[src/rtl/core/text_stream_line_formatter_macros.svh]
// Assertion macros shared by the line formatter RTL.
`ifndef TEXT_STREAM_LINE_FORMATTER_MACROS_SVH
`define TEXT_STREAM_LINE_FORMATTER_MACROS_SVH

`ifndef SYNTH
// Same-cycle implication, disabled during reset.
`define TSLF_ASSERT_IMPL(label, clk, rst_n, ante, cons, msg) \
    label: assert property (@(posedge clk) disable iff (!(rst_n)) (ante) |-> (cons)) \
        else $error(msg);
// Next-cycle implication, disabled during reset.
`define TSLF_ASSERT_NEXT(label, clk, rst_n, ante, cons, msg) \
    label: assert property (@(posedge clk) disable iff (!(rst_n)) (ante) |=> (cons)) \
        else $error(msg);
`else
`define TSLF_ASSERT_IMPL(label, clk, rst_n, ante, cons, msg)
`define TSLF_ASSERT_NEXT(label, clk, rst_n, ante, cons, msg)
`endif

`endif

[src/rtl/core/tslf_pkg.sv]
// Package: constants and helpers for the text stream line formatter.
`timescale 1ns / 1ps

package tslf_pkg;

    localparam int NUMBER_DIGITS = 6;
    localparam int COUNT_W       = 4 * NUMBER_DIGITS;
    // digits, tab, then at most two bytes for the character itself
    localparam int MAX_RESULTS   = NUMBER_DIGITS + 3;
    localparam int RES_CNT_W     = $clog2(MAX_RESULTS + 1);
    localparam int IDX_W         = $clog2(MAX_RESULTS);

    localparam int CFG_IDX_W  = 3;
    localparam int CFG_DATA_W = 2;

    typedef enum logic [CFG_IDX_W-1:0] {
        REG_NUMBER_MODE      = 3'd0,
        REG_SQUEEZE_BLANK    = 3'd1,
        REG_SHOW_ENDS        = 3'd2,
        REG_SHOW_TABS        = 3'd3,
        REG_SHOW_NONPRINTING = 3'd4
    } cfg_reg_t;

    localparam logic [7:0] CH_TAB    = 8'h09;
    localparam logic [7:0] CH_LF     = 8'h0A;
    localparam logic [7:0] CH_SPACE  = 8'h20;
    localparam logic [7:0] CH_DOLLAR = 8'h24;
    localparam logic [7:0] CH_ZERO   = 8'h30;
    localparam logic [7:0] CH_QMARK  = 8'h3F;
    localparam logic [7:0] CH_I      = 8'h49;
    localparam logic [7:0] CH_CARET  = 8'h5E;
    localparam logic [7:0] CH_DEL    = 8'h7F;
    localparam logic [7:0] CTRL_TOP  = 8'h20;
    localparam logic [7:0] CARET_OFS = 8'h40;

    typedef logic [COUNT_W-1:0] bcd_count_t;

    // BCD increment with saturation at all nines.
    function automatic bcd_count_t bcd_bump(input bcd_count_t v);
        bcd_count_t r;
        logic       carry;
        logic       all_nine;
        logic [3:0] d;
        r        = v;
        carry    = 1'b1;
        all_nine = 1'b1;
        for (int i = 0; i < NUMBER_DIGITS; i++) begin
            d = v[4*i +: 4];
            if (d != 4'd9) begin
                all_nine = 1'b0;
            end
            if (carry) begin
                if (d >= 4'd9) begin
                    r[4*i +: 4] = 4'd0;
                end else begin
                    r[4*i +: 4] = d + 4'd1;
                    carry       = 1'b0;
                end
            end
        end
        return all_nine ? v : r;
    endfunction

endpackage

[src/rtl/core/text_stream_line_formatter.sv]
// Top level: cat-style line formatter, one text byte in, a burst of bytes out.
`timescale 1ns / 1ps
//
//  Channel | Ports                          | Payload
//  --------+--------------------------------+----------------------------------
//  input   | s_tvalid s_tready s_tdata      | data_byte [7:0]
//  output  | m_tvalid m_tready m_tdata      | out_byte [7:0], m_tlast = last
//          | m_tlast                        |
//  config  | cfg_wr_en cfg_index cfg_wdata  | register index, value
//
//  An input byte is decoded in the cycle it is accepted: the line state
//  updates and its burst (0 to 9 bytes) is loaded into the output buffer.
//  The buffer then drains one byte per cycle while m_tready is high; the next
//  request is taken in the cycle the previous burst's last byte leaves.
//  A squeezed newline makes no output.
//  aresetn is synchronous, active low; it clears options and count and empties the buffer.
`include "text_stream_line_formatter_macros.svh"

module text_stream_line_formatter (
    input  logic                            aclk,
    input  logic                            aresetn,
    input  logic                            s_tvalid,
    output logic                            s_tready,
    input  logic [7:0]                      s_tdata,   // [7:0] data_byte
    output logic                            m_tvalid,
    input  logic                            m_tready,
    output logic [7:0]                      m_tdata,   // [7:0] out_byte
    output logic                            m_tlast,
    input  logic                            cfg_wr_en,
    input  logic [tslf_pkg::CFG_IDX_W-1:0]  cfg_index,
    input  logic [tslf_pkg::CFG_DATA_W-1:0] cfg_wdata
);

    // options
    logic [1:0] number_mode_reg;
    logic       squeeze_reg;
    logic       show_ends_reg;
    logic       show_tabs_reg;
    logic       show_np_reg;

    // line state
    tslf_pkg::bcd_count_t count_reg, count_next;
    logic at_start_reg,  at_start_next;
    logic blank_reg,     blank_next;
    logic prev_nl_reg,   prev_nl_next;

    // output buffer
    logic [7:0]                     buf_reg  [tslf_pkg::MAX_RESULTS];
    logic [7:0]                     buf_next [tslf_pkg::MAX_RESULTS];
    logic [tslf_pkg::RES_CNT_W-1:0] cnt_reg, cnt_next;
    logic [tslf_pkg::IDX_W-1:0]     idx_reg;
    logic                           busy_reg;

    logic       in_acc;
    logic       burst_done;
    logic       is_nl;
    logic       do_num;
    logic       tab_shown;
    logic       is_ctrl;
    logic       blank_kept;
    logic       keep;
    logic [7:0] t0, t1;
    logic [1:0] tail_cnt;
    logic [7:0] digit_byte [tslf_pkg::NUMBER_DIGITS];
    logic       leading;
    logic [3:0] dig;

    assign m_tvalid   = busy_reg;
    assign m_tdata    = buf_reg[idx_reg];
    assign m_tlast    = (tslf_pkg::RES_CNT_W'(idx_reg) + tslf_pkg::RES_CNT_W'(1)) == cnt_reg;
    assign burst_done = busy_reg && m_tready && m_tlast;
    assign s_tready   = !busy_reg || burst_done;
    assign in_acc     = s_tvalid && s_tready;

    // decode of one input byte
    always_comb begin
        is_nl     = (s_tdata == tslf_pkg::CH_LF);
        do_num    = (number_mode_reg != 2'd0) && at_start_reg
                    && !(number_mode_reg[1] && is_nl)
                    && !(squeeze_reg && blank_reg && is_nl);
        count_next = do_num ? tslf_pkg::bcd_bump(count_reg) : count_reg;
        tab_shown = (s_tdata == tslf_pkg::CH_TAB) && show_tabs_reg;
        is_ctrl   = show_np_reg
                    && ((s_tdata < tslf_pkg::CTRL_TOP) || (s_tdata == tslf_pkg::CH_DEL))
                    && !is_nl && (s_tdata != tslf_pkg::CH_TAB);
        // a non-newline byte ends a blank run, except a tab shown as ^I
        blank_kept = blank_reg && is_nl;
        keep       = !(blank_kept && squeeze_reg);

        at_start_next = do_num ? 1'b0 : at_start_reg;
        blank_next    = blank_reg;
        prev_nl_next  = prev_nl_reg;
        t0       = s_tdata;
        t1       = s_tdata;
        tail_cnt = 2'd0;

        if (tab_shown) begin
            t0       = tslf_pkg::CH_CARET;
            t1       = tslf_pkg::CH_I;
            tail_cnt = 2'd2;
        end else begin
            if (is_ctrl) begin
                t0       = tslf_pkg::CH_CARET;
                t1       = (s_tdata == tslf_pkg::CH_DEL) ? tslf_pkg::CH_QMARK
                                                         : s_tdata + tslf_pkg::CARET_OFS;
                tail_cnt = 2'd2;
            end else if (keep) begin
                if (show_ends_reg && is_nl) begin
                    t0       = tslf_pkg::CH_DOLLAR;
                    t1       = s_tdata;
                    tail_cnt = 2'd2;
                end else begin
                    t0       = s_tdata;
                    tail_cnt = 2'd1;
                end
            end
            blank_next    = blank_kept || (is_nl && prev_nl_reg);
            prev_nl_next  = is_nl;
            at_start_next = is_nl;
        end

        // right-aligned number with leading blanks
        leading = 1'b1;
        dig     = 4'd0;
        for (int i = tslf_pkg::NUMBER_DIGITS - 1; i >= 0; i--) begin
            dig = count_next[4*i +: 4];
            if (dig != 4'd0 || i == 0) begin
                leading = 1'b0;
            end
            digit_byte[tslf_pkg::NUMBER_DIGITS - 1 - i] =
                leading ? tslf_pkg::CH_SPACE : (tslf_pkg::CH_ZERO | {4'd0, dig});
        end

        for (int j = 0; j < tslf_pkg::MAX_RESULTS; j++) begin
            buf_next[j] = 8'd0;
        end
        if (do_num) begin
            for (int j = 0; j < tslf_pkg::NUMBER_DIGITS; j++) begin
                buf_next[j] = digit_byte[j];
            end
            buf_next[tslf_pkg::NUMBER_DIGITS]     = tslf_pkg::CH_TAB;
            buf_next[tslf_pkg::NUMBER_DIGITS + 1] = t0;
            buf_next[tslf_pkg::NUMBER_DIGITS + 2] = t1;
            cnt_next = tslf_pkg::RES_CNT_W'(tslf_pkg::NUMBER_DIGITS + 1)
                       + tslf_pkg::RES_CNT_W'(tail_cnt);
        end else begin
            buf_next[0] = t0;
            buf_next[1] = t1;
            cnt_next    = tslf_pkg::RES_CNT_W'(tail_cnt);
        end
    end

    always_ff @(posedge aclk) begin
        if (!aresetn) begin
            number_mode_reg <= 2'd0;
            squeeze_reg     <= 1'b0;
            show_ends_reg   <= 1'b0;
            show_tabs_reg   <= 1'b0;
            show_np_reg     <= 1'b0;
            count_reg       <= '0;
            at_start_reg    <= 1'b1;
            blank_reg       <= 1'b0;
            prev_nl_reg     <= 1'b0;
            idx_reg         <= '0;
            busy_reg        <= 1'b0;
        end else begin
            if (cfg_wr_en) begin
                case (cfg_index)
                    tslf_pkg::REG_NUMBER_MODE:      number_mode_reg <= cfg_wdata;
                    tslf_pkg::REG_SQUEEZE_BLANK:    squeeze_reg     <= cfg_wdata[0];
                    tslf_pkg::REG_SHOW_ENDS:        show_ends_reg   <= cfg_wdata[0];
                    tslf_pkg::REG_SHOW_TABS:        show_tabs_reg   <= cfg_wdata[0];
                    tslf_pkg::REG_SHOW_NONPRINTING: show_np_reg     <= cfg_wdata[0];
                    default: ;
                endcase
            end
            if (in_acc) begin
                count_reg    <= count_next;
                at_start_reg <= at_start_next;
                blank_reg    <= blank_next;
                prev_nl_reg  <= prev_nl_next;
                idx_reg      <= '0;
                busy_reg     <= (cnt_next != '0);
            end else if (busy_reg && m_tready) begin
                if (m_tlast) begin
                    busy_reg <= 1'b0;
                end else begin
                    idx_reg <= idx_reg + tslf_pkg::IDX_W'(1);
                end
            end
        end
    end

    // burst payload, no reset needed
    always_ff @(posedge aclk) begin
        if (in_acc) begin
            buf_reg <= buf_next;
            cnt_reg <= cnt_next;
        end
    end

    `TSLF_ASSERT_IMPL(a_burst_index_in_range, aclk, aresetn, busy_reg,
        (cnt_reg != '0) && (tslf_pkg::RES_CNT_W'(idx_reg) < cnt_reg),
        "burst index beyond burst length")
    `TSLF_ASSERT_IMPL(a_accept_only_at_burst_end, aclk, aresetn, in_acc && busy_reg,
        m_tready && m_tlast, "request taken while a burst is still pending")
    `TSLF_ASSERT_NEXT(a_count_moves_on_accept, aclk, aresetn, !in_acc,
        $stable(count_reg), "line count changed without an input request")

endmodule
[config.mk]
export PLATFORM = sky130hd
export DESIGN_NAME = text_stream_line_formatter
export DESIGN_NICKNAME = d
export VERILOG_FILES = /design/src/rtl/core/tslf_pkg.sv /design/src/rtl/core/text_stream_line_formatter.sv
export VERILOG_INCLUDE_DIRS = /design/src /design/src/rtl/core
export SDC_FILE = /design/constraint.sdc
export NUM_CORES = 1
export LEC_CHECK = 0
export BUFFER_PORTS_ARGS = -buffer_cell sky130_fd_sc_hd__buf_4
export CAP_MARGIN = 20
export CELL_PAD_IN_SITES_DETAIL_PLACEMENT = 1
export CELL_PAD_IN_SITES_GLOBAL_PLACEMENT = 1
export CORE_ASPECT_RATIO = 1.25
export CORE_MARGIN = 3
export CORE_UTILIZATION = 52
export DETAILED_ROUTE_END_ITERATION = 6
export PLACE_DENSITY_LB_ADDON = 0.08
export SLEW_MARGIN = 20
export SYNTH_ARGS = -nofsm -noshare
export SYNTH_HDL_FRONTEND = slang
export SYNTH_SLANG_ARGS = --single-unit
[constraint.sdc]
create_clock -name aclk -period 9.2 [get_ports aclk]
set_clock_uncertainty 0.1 [all_clocks]
set_input_delay 0.46 -clock aclk [delete_from_list [all_inputs] [get_ports aclk]]
set_output_delay 0.46 -clock aclk [all_outputs]
set_load 0.02 [all_outputs]
## Word-level counts from Yosys, hierarchy flattened

Index checks and enable logic that the tools add are counted.

| word-level totals | value |
|---|---|
| bits in writable memories | 0 |
| input port bits | 18 |
| word-level logic and storage cells | 170 |
| bits in registers | 108 |
| memories kept | 0 |
| bits in read-only memories | 0 |
| output and inout bits | 11 |
| bits in latches | 0 |

| cells by class | value |
|---|---|
| div/mod/pow operators | 0 |
| add/subtract/negate cells | 9 |
| shift-type cells | 0 |
| multiplexer cells | 60 |
| multiply operators | 0 |
| equality and inequality tests | 16 |
| bitwise operators | 5 |
| reduce and logical (&&, ||, !) cells | 47 |
| order comparisons | 8 |

Operators with widths:

| operator | count |
|---|---|
| 8-bit 2-to-1 mux | 9 |
| 24-bit 2-to-1 mux | 2 |
| 4-bit 2-to-1 mux | 12 |
| 8-bit binary-select mux with 4-bit select | 1 |
| 30-bit 2-to-1 mux | 1 |
| 4-bit by 1-bit adder with 4-bit output, second input constant | 7 |
| 1-bit 2-to-1 mux | 25 |
| 5-bit 2-to-1 mux | 5 |
| 4-bit >= comparator, second input constant | 6 |
| 4-bit inequality test, second input constant | 6 |
| 4-bit nonzero test | 6 |
| 2-bit AND reduction | 9 |
| 1-bit logical AND | 17 |
| 8-bit by 4-bit equality test with 1-bit output, second input constant | 2 |
| 16-bit 2-to-1 mux | 1 |
| 8-bit by 7-bit adder with 8-bit output, second input constant | 1 |
| 8-bit by 7-bit equality test with 1-bit output, second input constant | 1 |
| 8-bit by 6-bit less-than comparator with 1-bit output, second input constant | 1 |
| 2-bit 2-to-1 mux | 4 |
| 8-bit by 4-bit inequality test with 1-bit output, second input constant | 1 |
| 2-bit OR reduction | 4 |
| 3-bit by 2-bit equality test with 1-bit output, second input constant | 2 |
| 2-bit nonzero test | 3 |
| 5-bit >= comparator, second input constant | 1 |
| other kinds (10) | 18 |

## Longest topological paths before layout

Gate-level depths: netlist (run 1).

| logic depth | value |
|---|---|
| word-level depth | 16 |
| gate-level depth with buffers | 10 |

## Worst setup path after synthesis (run 1)

No wires, ideal clock.

| timing | value |
|---|---|
| path type | register to register |
| start | reg idx_reg[2] (netlist name) |
| end | reg prev_nl_reg |
| path slack | 5014 ps |
| stages on the path, launching flop included | 11 |
| setup time | 73 ps |
| path buffers | 3 |
| arrival | 4013 ps |
| data required time | 9027 ps |
| cell sequence | dfxtp_1 clkbuf_1 nand3_1 xnor2_1 a41o_1 nand2_1 inv_1 clkbuf_1 clkbuf_1 nand3_1 a21oi_1 |

| between the ends | value |
|---|---|
| longest elaborated chain between the ends | 6 |

RTL lines:

| what | RTL line | text |
|---|---|---|
| start, declared | text_stream_line_formatter.sv:51 | `logic [tslf_pkg::IDX_W-1:0] idx_reg;` |
| start signal, assigned | text_stream_line_formatter.sv:188 | `idx_reg <= idx_reg + tslf_pkg::IDX_W'(1);` |
| 4-bit by 1-bit adder with 4-bit output | text_stream_line_formatter.sv:70 | `assign m_tlast = (tslf_pkg::RES_CNT_W'(idx_reg) + tslf_pkg::RES_CNT_W'(1)) == cnt_reg;` |
| 4-bit equality test | text_stream_line_formatter.sv:70 |  |
| 1-bit logical AND | text_stream_line_formatter.sv:71 | `assign burst_done = busy_reg && m_tready && m_tlast;` |
| 1-bit logical OR | text_stream_line_formatter.sv:72 | `assign s_tready = !busy_reg \|\| burst_done;` |
| net s_tready | text_stream_line_formatter.sv:23 | `output logic s_tready,` |
| 1-bit logical AND | text_stream_line_formatter.sv:73 | `assign in_acc = s_tvalid && s_tready;` |
| net in_acc | text_stream_line_formatter.sv:54 | `logic in_acc;` |
| 2-bit AND reduction (no line) | - |  |
| end signal, assigned | text_stream_line_formatter.sv:181 | `prev_nl_reg <= prev_nl_next;` |
| end, declared | text_stream_line_formatter.sv:45 | `logic prev_nl_reg, prev_nl_next;` |

The timed path passes the listed nets, and every way through them passes these cells.
A chain may end at the register's enable or synchronous reset.

## Worst setup path after layout (run 1)

| timing | value |
|---|---|
| start | reg idx_reg[1] (netlist name) |
| end | reg count_reg[22] |

| between the ends | value |
|---|---|
| longest elaborated chain between the ends | 5 |

RTL lines:

| what | RTL line | text |
|---|---|---|
| 4-bit by 1-bit adder with 4-bit output | text_stream_line_formatter.sv:70 |  |
| 4-bit equality test | text_stream_line_formatter.sv:70 |  |
| 1-bit logical AND | text_stream_line_formatter.sv:71 |  |
| 1-bit logical OR | text_stream_line_formatter.sv:72 |  |
| 1-bit logical AND | text_stream_line_formatter.sv:73 |  |
| end signal, assigned | text_stream_line_formatter.sv:178 | `count_reg <= count_next;` |
| end, declared | text_stream_line_formatter.sv:42 | `tslf_pkg::bcd_count_t count_reg, count_next;` |

No other way between the ends.

==> impl_metrics.csv, run 1 <==
group,metric,value,unit
run_status,status,"completed",
power_and_ir_drop,internal-power,718,uW
synth,syn_area_per_cell,9.57,um^2
critical_path,cp.arrival,4.32,ns
global_routing,grt_overflow,0,
timing,worst_slew_pin_slew,0.961,ns
clocking,cts.path.max_buffers,2,
finish,largest_register_ffs,53,
clocking,cts.clk_slew.worst_paths,0.07,ns
synth,yosys.area.top_type,"edfxtp_1",
finish,antenna_cells,0,
timing,slew_viol_final,0,
critical_path,crit_top_cell,"nand2_1",
global_routing,grt_usage,29.2,%
detailed_routing,drt_wl_total,16.9,mm
clocking,cts-hold-fix-buffers,0,
clocking,cts_buffers,9,
power_and_ir_drop,p_sw,239,uW
global_routing,grt_pass1_wl,27.0,mm
synth,seq_area_frac_synth,44.3,%
synth,yosysMostFrequentCell,"nor2_1",
critical_path,reg2regPathDepth,10,
timing,fin_crit,4.20,ns
finish,drive_gt1_share,12.6,%
critical_path,startpoint_type,"register",
die,die_area,12000,um^2
power_and_ir_drop,ir_drop,0.136,mV
synth,ys_types,73,
critical_path,crit_fanout,77,
synth,synth_fp_nets,624,
timing,post-route-period-util,45.7,%
detailed_routing,wl_per_cell,23.1,um
synth,ys_ff_latch,95,
clocking,post_cts.resized_instances,0,
die,row_count,41,
synth,ys_top_cells_by_area,"edfxtp_1 (31%), dfxtp_1 (14%), nor2_1 (5.7%), ha_1 (5.2%), nand2_1 (3.3%)",
synth,synth_top_area_share,30.7,%
power_and_ir_drop,leakage,0.00212,uW
power_and_ir_drop,swShare,25.0,%
placed_design,dp_hpwl,12.2,mm
critical_path,required,9.32,ns
die,fp.dieW,98.7,um
placed_design,gp_congestion,0.863,
global_routing,first_global_vias,4908,
power_and_ir_drop,power_density,156,nW/um^2
die,design.core.area,10300,um^2
finish,area_growth,9.91,%
power_and_ir_drop,clkPwrFrac,39.5,%
synth,netlist_top_cells_count,"nor2_1 (85), edfxtp_1 (57), nand2_1 (49), dfxtp_1 (38), a21oi_1 (31)",
power_and_ir_drop,finalPower,957,uW
die,dieHeight,122,um
clocking,clock_latency,0.35,ns
timing,hold_viol_final,0,
timing,max_freq,0.238,GHz
finish,n_fill_cell,1166,
min_path,holdPathStages,2,
detailed_routing,antenna_left,0,
timing,rsz0062_at_grt,"false",
synth,ys_async_sr_fraction,0,%
global_routing,antenna_found_initial,0,
placed_design,place.port_buffers,28,
synth,postSynthCellCount,583,
clocking,cts_root_buf,"clkbuf_16",
timing,maxSlewHeadroom,35.9,%
clocking,htree_num_levels,3,
finish,nets,639,
critical_path,max_stage_delay,0.91,ns
synth,synth_area,5580,um^2
power_and_ir_drop,seq_power_share,50.4,%
timing,setup_viol,0,
finish,final_util,59.8,%
detailed_routing,drc,0,
clocking,cts.sinks,95,
min_path,hold_class,"input pin to register",
clocking,cts_tree,"built",
timing,finalSetupTns,0,ns
detailed_routing,drt_first_pass_iters,4,
detailed_routing,drt_iter0_drc,300,
synth,synth_warnings,0,
detailed_routing,avgViaCountPerCell,6.38,
global_routing,grt_max_degree,78,
critical_path,critical_path.slowest_cell,"dfxtp_1",
critical_path,crit_path_end_kind,"register",
timing,hold_slack,0.254,ns
synth,synthFlopType,"edfxtp_1",
power_and_ir_drop,combPwrFrac,10.2,%
synth,synth_edf_count,57,
critical_path,critical_path_class,"register to register",
die,initial_core_util,54.4,%
clocking,post_cts.repair.setup_buffers,0,
critical_path,critical_path.cell_chain,"ha_1, xor2_1, nor2_1, a41o_1, nand2_1, inv_2, buf_4, nand2_1, o41ai_1, a21oi_1",
job,drv_cap,0,
detailed_routing,vias,4673,
die,num_io_pins,29,
-- through the flow --
stage / cells / cell area, um^2 / setup WS, ns
6_report: 732 / 6130 / 5.00
5_1_grt: 732 / 6130 / 4.62
4_1_cts: 732 / 6130 / 4.87
3_5_place_dp: 716 / 5840 / 4.94
3_3_place_gp: 715 / 5830 / 5.11
2_1_floorplan: 583 / 5580 / 5.01
-- final cells by class --
class | count | area [um^2] | area share [%]
timing repair buffer | 31 | 240 | 3.92
multi-input combinational | 437 | 2880 | 46.9
clock buffer | 11 | 233 | 3.79
tap | 129 | 161 | 2.63
clock inverter | 5 | 57.6 | 0.938
inverter | 24 | 90.1 | 1.47
sequential | 95 | 2470 | 40.3
-- path summary, 6_finish.rpt --
kind / from / endpoint / slack (ns)
min: aresetn / at_start_reg / 0.25
max: idx_reg[1] / count_reg[22] / 5.00
max reg2reg: idx_reg[1] / count_reg[22] / 5.00
min reg2reg: prev_nl_reg / prev_nl_reg / 0.38
-- logic make-up after synthesis --
group	count (synthesis)	synth area share (%)
multiplexers	27	5.92
flip-flops	95	44.3
AO/OA/AOI/OAI	129	15.5
buffers and inverters	51	4.13
XOR/XNOR	11	1.73
AND/OR/NAND/NOR	247	23.3
adder cells (fa/ha/maj)	23	5.16
-- worst max-delay path, delay by kind of cell, from the launching register on --
| kind | cells | cell delay (ns) |
|---|---|---|
| simple gates | 3 | 0.89 |
| compound gates | 3 | 0.67 |
| flops | 1 | 0.91 |
| buf+inv | 2 | 0.88 |
| fa+ha+maj | 1 | 0.41 |
| xor+xnor | 1 | 0.18 |
-- layout by cell type, fill, tap and decap left out, types with 4 or more instances in the layout --
cell       count
a21oi_1       31
ha_1          23
mux2_2         4
nand3_1       13
mux2i_1       18
o31a_1         4
o31ai_1        4
and2_1        11
and3_1         4
buf_4         30
or3b_2         5
nand2_1       49
a22oi_1        9
o21ai_0       29
o211ai_1       4
edfxtp_1      57
mux4_2         4
nor2_1        85
nor2b_1        5
nor3_1        24
nor4_1         4
a31oi_1        9
inv_1         22
nand4b_1       4
xnor2_1        8
nor3b_1        5
o22ai_1        4
dfxtp_1       37
clkbuf_16      9
a211oi_1       7
nand4_1        8
-- metal layers --
layer / vias to the layer above / wire length [um] / global-route usage (%)
li1: 2193 / - / -
met1: 2318 / 6590 / 34.0
met2: 118 / 8920 / 51.6
met3: 44 / 635 / 4.58
met4: 0 / 764 / 15.1
met5: - / 0 / 0
-- power by group through the flow --
stage / registers, uW / clock network, uW / logic (uW)
3_5_place_dp: 491 / 0 / 95.9
5_1_grt: 484 / 400 / 105
2_1_floorplan: 485 / 0 / 61.7
3_3_place_gp: 489 / 0 / 90.8
6_report: 482 / 378 / 97.1
4_1_cts: 482 / 379 / 97.1
Note: power is estimated with default switching activity, not from simulation.
==> inputs of run 2 (changes only) <==
--- a/config.mk
+++ b/config.mk
@@ -12,7 +12,7 @@
 export CELL_PAD_IN_SITES_GLOBAL_PLACEMENT = 1
 export CORE_ASPECT_RATIO = 1.25
 export CORE_MARGIN = 3
-export CORE_UTILIZATION = 52
+export CORE_UTILIZATION = 44
 export DETAILED_ROUTE_END_ITERATION = 6
 export PLACE_DENSITY_LB_ADDON = 0.08
 export SLEW_MARGIN = 20
==> constraint.sdc (replaced) <==
create_clock -name aclk -period 3.39 [get_ports aclk]
set_clock_uncertainty 0.1 [all_clocks]
set_input_delay 0.1695 -clock aclk [delete_from_list [all_inputs] [get_ports aclk]]
set_output_delay 0.1695 -clock aclk [all_outputs]
set_load 0.02 [all_outputs]
==> run 2 against run 1 <==
  * Setup slack worse by 4.9 ns
  * Non-clock buffer count rose by 31
  * Register-to-register slack got worse by 4.9 ns
  * Critical path depth shrank 1
  * Critical path type unchanged
  * Largest cell class unchanged
==> impl_metrics.csv, run 2 (synthesis results as in run 1) <==
group,metric,value,unit
finish,final_area,6500,um^2
die,dieHeight,132,um
global_routing,met3_usage,4.51,%
critical_path,critical_path.top_delay_family,"simple AND/OR/NAND/NOR gates",
global_routing,first_global_vias,5119,
placed_design,place.port_buffers,28,
critical_path,cp.arrival,3.24,ns
timing,maxSlewHeadroom,33.6,%
power_and_ir_drop,seq_power_share,48.0,%
timing,finalSetupTns,0,ns
detailed_routing,avgViaCountPerCell,5.94,
detailed_routing,drt_iter0_drc,258,
critical_path,required,3.37,ns
clocking,htree_num_levels,3,
detailed_routing,drt_wl_total,17.6,mm
min_path,hp-start,"s_tvalid",
critical_path,critical_path.cell_chain,"inv_1, ha_1, nor3b_1, or4_4, o31a_1, o31a_1, nand4b_2, nor4_4, a31oi_1",
critical_path,max_stage_delay,0.58,ns
timing,rsz0062_at_grt,"false",
critical_path,timing.rr.start,"count_reg[0]",
global_routing,met2_usage,48.2,%
finish,nets,670,
global_routing,grtUsageMet1,27.9,%
placed_design,gp_congestion,0.908,
die,die_area,14100,um^2
power_and_ir_drop,ir_drop,0.211,mV
global_routing,grt_usage,25.8,%
die,design.core.area,12300,um^2
die,num_io_pins,29,
critical_path,crit_fanout,7,
timing,hold_slack,0.0431,ns
power_and_ir_drop,swShare,24.7,%
clocking,clock_latency,0.35,ns
clocking,cts.sinks,95,
power_and_ir_drop,internal-power,2040,uW
finish,final_common_cell,"nor2_1",
clocking,cts_buffers,9,
finish,area_growth,16.5,%
min_path,hold_class,"input pin to register",
clocking,cts.path.max_buffers,2,
timing,worst_slew_pin_slew,0.982,ns
critical_path,startpoint_type,"register",
power_and_ir_drop,combPwrFrac,10.5,%
detailed_routing,drt_first_pass_iters,7,
timing,hold_viol_final,0,
timing,fin_crit,3.26,ns
finish,largest_register_ffs,53,
critical_path,critical_path_class,"register to register",
critical_path,cp-startpoint,"count_reg[0]",
power_and_ir_drop,p_sw,670,uW
power_and_ir_drop,leakage,0.00230,uW
critical_path,crit_top_cell,"o31a_1",
die,initial_core_util,45.5,%
global_routing,antenna_found_initial,0,
clocking,cts_tree,"built",
die,fp.dieW,107,um
die,row_count,45,
global_routing,grt_max_degree,45,
detailed_routing,antenna_left,0,
timing,max_freq,0.307,GHz
timing,post-route-period-util,96.1,%
clocking,cts.clk_slew.worst_paths,0.07,ns
detailed_routing,wl_per_cell,22.0,um
critical_path,crit_path_end_kind,"register",
global_routing,grt_pass1_wl,28.1,mm
global_routing,grt_overflow,0,
timing,slew_viol_final,0,
critical_path,worst-path-buf-inv,1,
placed_design,dp_hpwl,13.3,mm
clocking,cts_root_buf,"clkbuf_16",
job,drv_cap,0,
finish,antenna_cells,0,
timing,setup_viol,0,
global_routing,top_usage_layer,"met2",
critical_path,critical_path.slowest_cell,"or4_4",
detailed_routing,drc,0,
placed_design,placed_area,6110,um^2
finish,final_cell_mix,"nor2_1 (85), edfxtp_1 (57), buf_4 (57)",
run_status,status,"completed",
detailed_routing,vias,4744,
finish,drive_gt1_share,18.1,%
power_and_ir_drop,clkPwrFrac,41.5,%
power_and_ir_drop,power_density,416,nW/um^2
run 2: stage by stage:
stage | setup WS, ns | cells | total power (uW) | utilization [%]
after global routing | 0.0144 | 798 | 2800 | 52.9
after floorplan | 0.168 | 583 | 1480 | -
after CTS | 0.0581 | 798 | 2730 | 52.7
after detailed placement | 0.0897 | 779 | 1600 | 49.8
final | 0.132 | 798 | 2710 | 52.9
after global placement | 0.141 | 779 | 1590 | 49.8
run 2: metal layers:
metal | vias up | part of all wire, %
met3 | 37 | 2.9
met4 | 0 | 3.4
met1 | 2378 | 39
met2 | 82 | 55
li1 | 2247 | -
met5 | - | 0
run 2: worst reg2reg max path, delay by kind of cell (launching register included):
family	cells	cell delay, ns
AO/OA/AOI/OAI	3	0.76
adder cells (fa/ha/maj)	1	0.20
buffers and inverters	1	0.07
flip-flops	1	0.44
AND/OR/NAND/NOR	4	1.41
run 2: cell type report:
cell class | count | area [um^2]
tap | 164 | 205
sequential | 95 | 2480
timing repair buffer | 62 | 498
clock inverter | 6 | 90.1
fill | 1453 | 5780
multi-input combinational | 437 | 2910
clock buffer | 10 | 229
inverter | 24 | 90.1
run 2: timing repair:
action,in CTS,in global routing
resized for setup,0,11
buffers inserted,0,0
hold buffers,3,0
hold endpoints to repair,3,0
endpoints found under the setup margin,0,4
run 2: worst paths after layout:
check	to	slack (ns)	cells after the start
hold / removal	m_tvalid	0.04	3
hold reg to reg	prev_nl_reg	0.38	2
setup / recovery	buf_reg[44]	0.13	9
setup reg to reg	buf_reg[44]	0.13	9
run 2: power groups by stage:
stage / clock network, uW / registers [uW] / logic (uW)
finish: 1120 / 1300 / 283
global route: 1190 / 1300 / 309
CTS: 1140 / 1300 / 283
detailed placement: 0 / 1330 / 278
global placement: 0 / 1320 / 269
floorplan: 0 / 1320 / 168
==> inputs of run 3 (changes only) <==
--- a/config.mk
+++ b/config.mk
@@ -6,13 +6,14 @@
 export SDC_FILE = /design/constraint.sdc
 export NUM_CORES = 1
 export LEC_CHECK = 0
+export ABC_AREA = 1
 export BUFFER_PORTS_ARGS = -buffer_cell sky130_fd_sc_hd__buf_4
 export CAP_MARGIN = 20
 export CELL_PAD_IN_SITES_DETAIL_PLACEMENT = 1
 export CELL_PAD_IN_SITES_GLOBAL_PLACEMENT = 1
 export CORE_ASPECT_RATIO = 1.25
 export CORE_MARGIN = 3
-export CORE_UTILIZATION = 44
+export CORE_UTILIZATION = 42
 export DETAILED_ROUTE_END_ITERATION = 6
 export PLACE_DENSITY_LB_ADDON = 0.08
 export SLEW_MARGIN = 20
==> run 3 against run 2 <==
  * Global-route usage fell by 2.4 points
  * Non-clock buffer count fell by 24
  * Combinational power decreased by 4%
  * Setup slack better by 0.31 ns
  * Final cell count rose by 13%
  * Sequential cell count unchanged
==> impl_metrics.csv, run 3 <==
group,metric,value,unit
synth,synth_warnings,0,
synth,postSynthCellCount,699,
detailed_routing,antenna_left,0,
timing,hold_viol_final,0,
timing,max_freq,0.339,GHz
global_routing,grt_usage,23.3,%
synth,yosysMostFrequentCell,"nand2_1",
critical_path,crit_path_end_kind,"register",
run_status,status,"completed",
critical_path,timing.rr.start,"count_reg[0]",
timing,post-route-period-util,87.0,%
synth,syn_area_per_cell,8.21,um^2
min_path,holdPathStages,3,
synth,synth_top_area_share,29.8,%
critical_path,critical_path_class,"register to register",
global_routing,antenna_found_initial,0,
power_and_ir_drop,combPwrFrac,10.1,%
finish,area_growth,12.3,%
power_and_ir_drop,internal-power,1970,uW
synth,synthFlopType,"edfxtp_1",
timing,hold_slack,0.00997,ns
detailed_routing,vias,4896,
die,dieHeight,137,um
power_and_ir_drop,power_density,416,nW/um^2
critical_path,reg2reg_slack,0.44,ns
finish,final_common_cell,"nand2_1",
finish,drive_gt1_share,15.2,%
timing,setup_viol,0,
synth,synth_edf_count,57,
finish,final_cell_mix,"nand2_1 (112), inv_1 (88), nor2_1 (87)",
die,fp.dieW,111,um
synth,ys_async_sr_fraction,0,%
critical_path,rr_endpoint,"buf_reg[52]",
clocking,cts_root_buf,"clkbuf_16",
detailed_routing,drc,0,
min_path,hold_class,"input pin to register",
finish,n_fill_cell,1628,
synth,ys_ff_latch,95,
placed_design,place.port_buffers,28,
critical_path,reg2regPathDepth,14,
timing,fin_crit,2.95,ns
placed_design,placed_area,6120,um^2
synth,seq_area_frac_synth,43.1,%
die,die_area,15100,um^2
power_and_ir_drop,p_sw,714,uW
detailed_routing,drt_wl_total,17.1,mm
clocking,cts.clk_slew.worst_paths,0.08,ns
die,num_io_pins,29,
clocking,clock_latency,0.35,ns
clocking,cts.path.max_buffers,2,
finish,antenna_cells,0,
global_routing,first_global_vias,5280,
synth,synth_fp_nets,740,
clocking,cts.sinks,95,
detailed_routing,avgViaCountPerCell,5.43,
power_and_ir_drop,leakage,0.00261,uW
clocking,post_cts.resized_instances,0,
critical_path,required,3.39,ns
clocking,cts-hold-fix-buffers,0,
detailed_routing,wl_per_cell,18.9,um
timing,maxSlewHeadroom,49.2,%
timing,rsz0062_at_grt,"false",
die,initial_core_util,43.2,%
power_and_ir_drop,clkPwrFrac,41.3,%
synth,yosys.area.top_type,"edfxtp_1",
die,design.core.area,13300,um^2
finish,ff_latch_area,2470,um^2
critical_path,crit_fanout,11,
finish,multi_input_area,2780,um^2
power_and_ir_drop,seq_power_share,48.6,%
timing,worst_slew_pin_slew,0.759,ns
min_path,holdPathEnd,"number_mode_reg[0]",
detailed_routing,drt_iter0_drc,321,
global_routing,grt_pass1_wl,28.1,mm
synth,ys_top_cells_by_area,"edfxtp_1 (30%), dfxtp_1 (13%), nand2_1 (7.3%), inv_1 (5.8%), nor2_1 (5.7%)",
finish,largest_register_ffs,53,
synth,ys_types,51,
timing,slew_viol_final,0,
clocking,cts_buffers,9,
placed_design,gp_congestion,0.910,
synth,netlist_top_cells_count,"nand2_1 (112), inv_1 (88), nor2_1 (87), edfxtp_1 (57), o21ai_0 (50)",
clocking,post_cts.repair.setup_buffers,0,
job,drv_cap,0,
finish,nets,767,
clocking,cts_tree,"built",
clocking,htree_num_levels,3,
synth,synth_area,5740,um^2
detailed_routing,drt_first_pass_iters,4,
critical_path,startpoint_type,"register",
critical_path,cp.arrival,2.95,ns
global_routing,grt_max_degree,60,
finish,final_area,6440,um^2
die,row_count,47,
timing,finalSetupTns,0,ns
power_and_ir_drop,ir_drop,0.294,mV
placed_design,dp_hpwl,13.4,mm
min_path,hp-start,"cfg_wdata[0]",
power_and_ir_drop,swShare,26.6,%
global_routing,grt_overflow,0,
run 3: worst max-delay path by stage:
stage	start	endpoint	slack, ns	depth (start not counted)
2_1_floorplan	idx_reg[1]	prev_nl_reg	0.59	11
3_3_place_gp	count_reg[8]	buf_reg[51]	0.56	14
3_5_place_dp	count_reg[0]	buf_reg[52]	0.46	14
4_1_cts	count_reg[0]	buf_reg[52]	0.44	14
5_1_grt	count_reg[0]	buf_reg[52]	0.18	14
6_report	count_reg[0]	buf_reg[52]	0.44	14
run 3: layer usage:
metal / vias up / share of wire [%] / GRT usage (%)
li1: 2421 / - / -
met1: 2390 / 45 / 30.0
met2: 61 / 51 / 41.5
met3: 24 / 1.9 / 2.43
met4: 0 / 1.7 / 7.26
met5: - / 0 / 0
run 3: cell families (layout without fill, tap and decap cells):
kind of cell,Yosys count,in the layout,share of synthesized area [%]
AND/OR/NAND/NOR,299,299,24.2
adder cells (fa/ha/maj),23,23,5.02
buffers and inverters,117,149,8.46
XOR/XNOR,13,13,2.12
AO/OA/AOI/OAI,152,152,17.1
flip-flops,95,95,43.1
run 3: worst max-delay path, stage by stage, from the launching register on:
cell     delay, ns
dfxtp_1       0.44
inv_1         0.13
ha_1          0.27
a21oi_4       0.30
nand2_4       0.12
nor2_4        0.28
nand4_1       0.20
nand3_1       0.11
nand2_1       0.09
nor2_1        0.10
nand2_1       0.08
nor2_2        0.18
nand2_1       0.10
nand2_1       0.12
inv_1         0.06
run 3: layout make-up:
cell class,instances,area share (%)
multi-input cells,487,43.1
flip-flops and latches,95,38.4
inverters,95,5.53
repair buffers,38,4.62
clock buffers,9,3.50
well taps,171,3.32
clock inverters,7,1.51
run 3: power groups by stage:
stage / clock network [uW] / logic (uW) / registers (uW)
2_1_floorplan: 0 / 167 / 1320
3_3_place_gp: 0 / 264 / 1330
3_5_place_dp: 0 / 272 / 1330
4_1_cts: 1120 / 273 / 1300
5_1_grt: 1180 / 299 / 1310
6_report: 1110 / 271 / 1300
run 3: metrics by stage:
stage                     setup slack, ns  std cells  util (%)  total power [uW]
final                               0.439        902      48.5              2680
after CTS                           0.438        902      48.5              2700
after global routing                0.183        902      48.5              2780
after detailed placement            0.461        886      46.1              1600
after floorplan                     0.586        699         -              1490
after global placement              0.562        886      46.1              1590
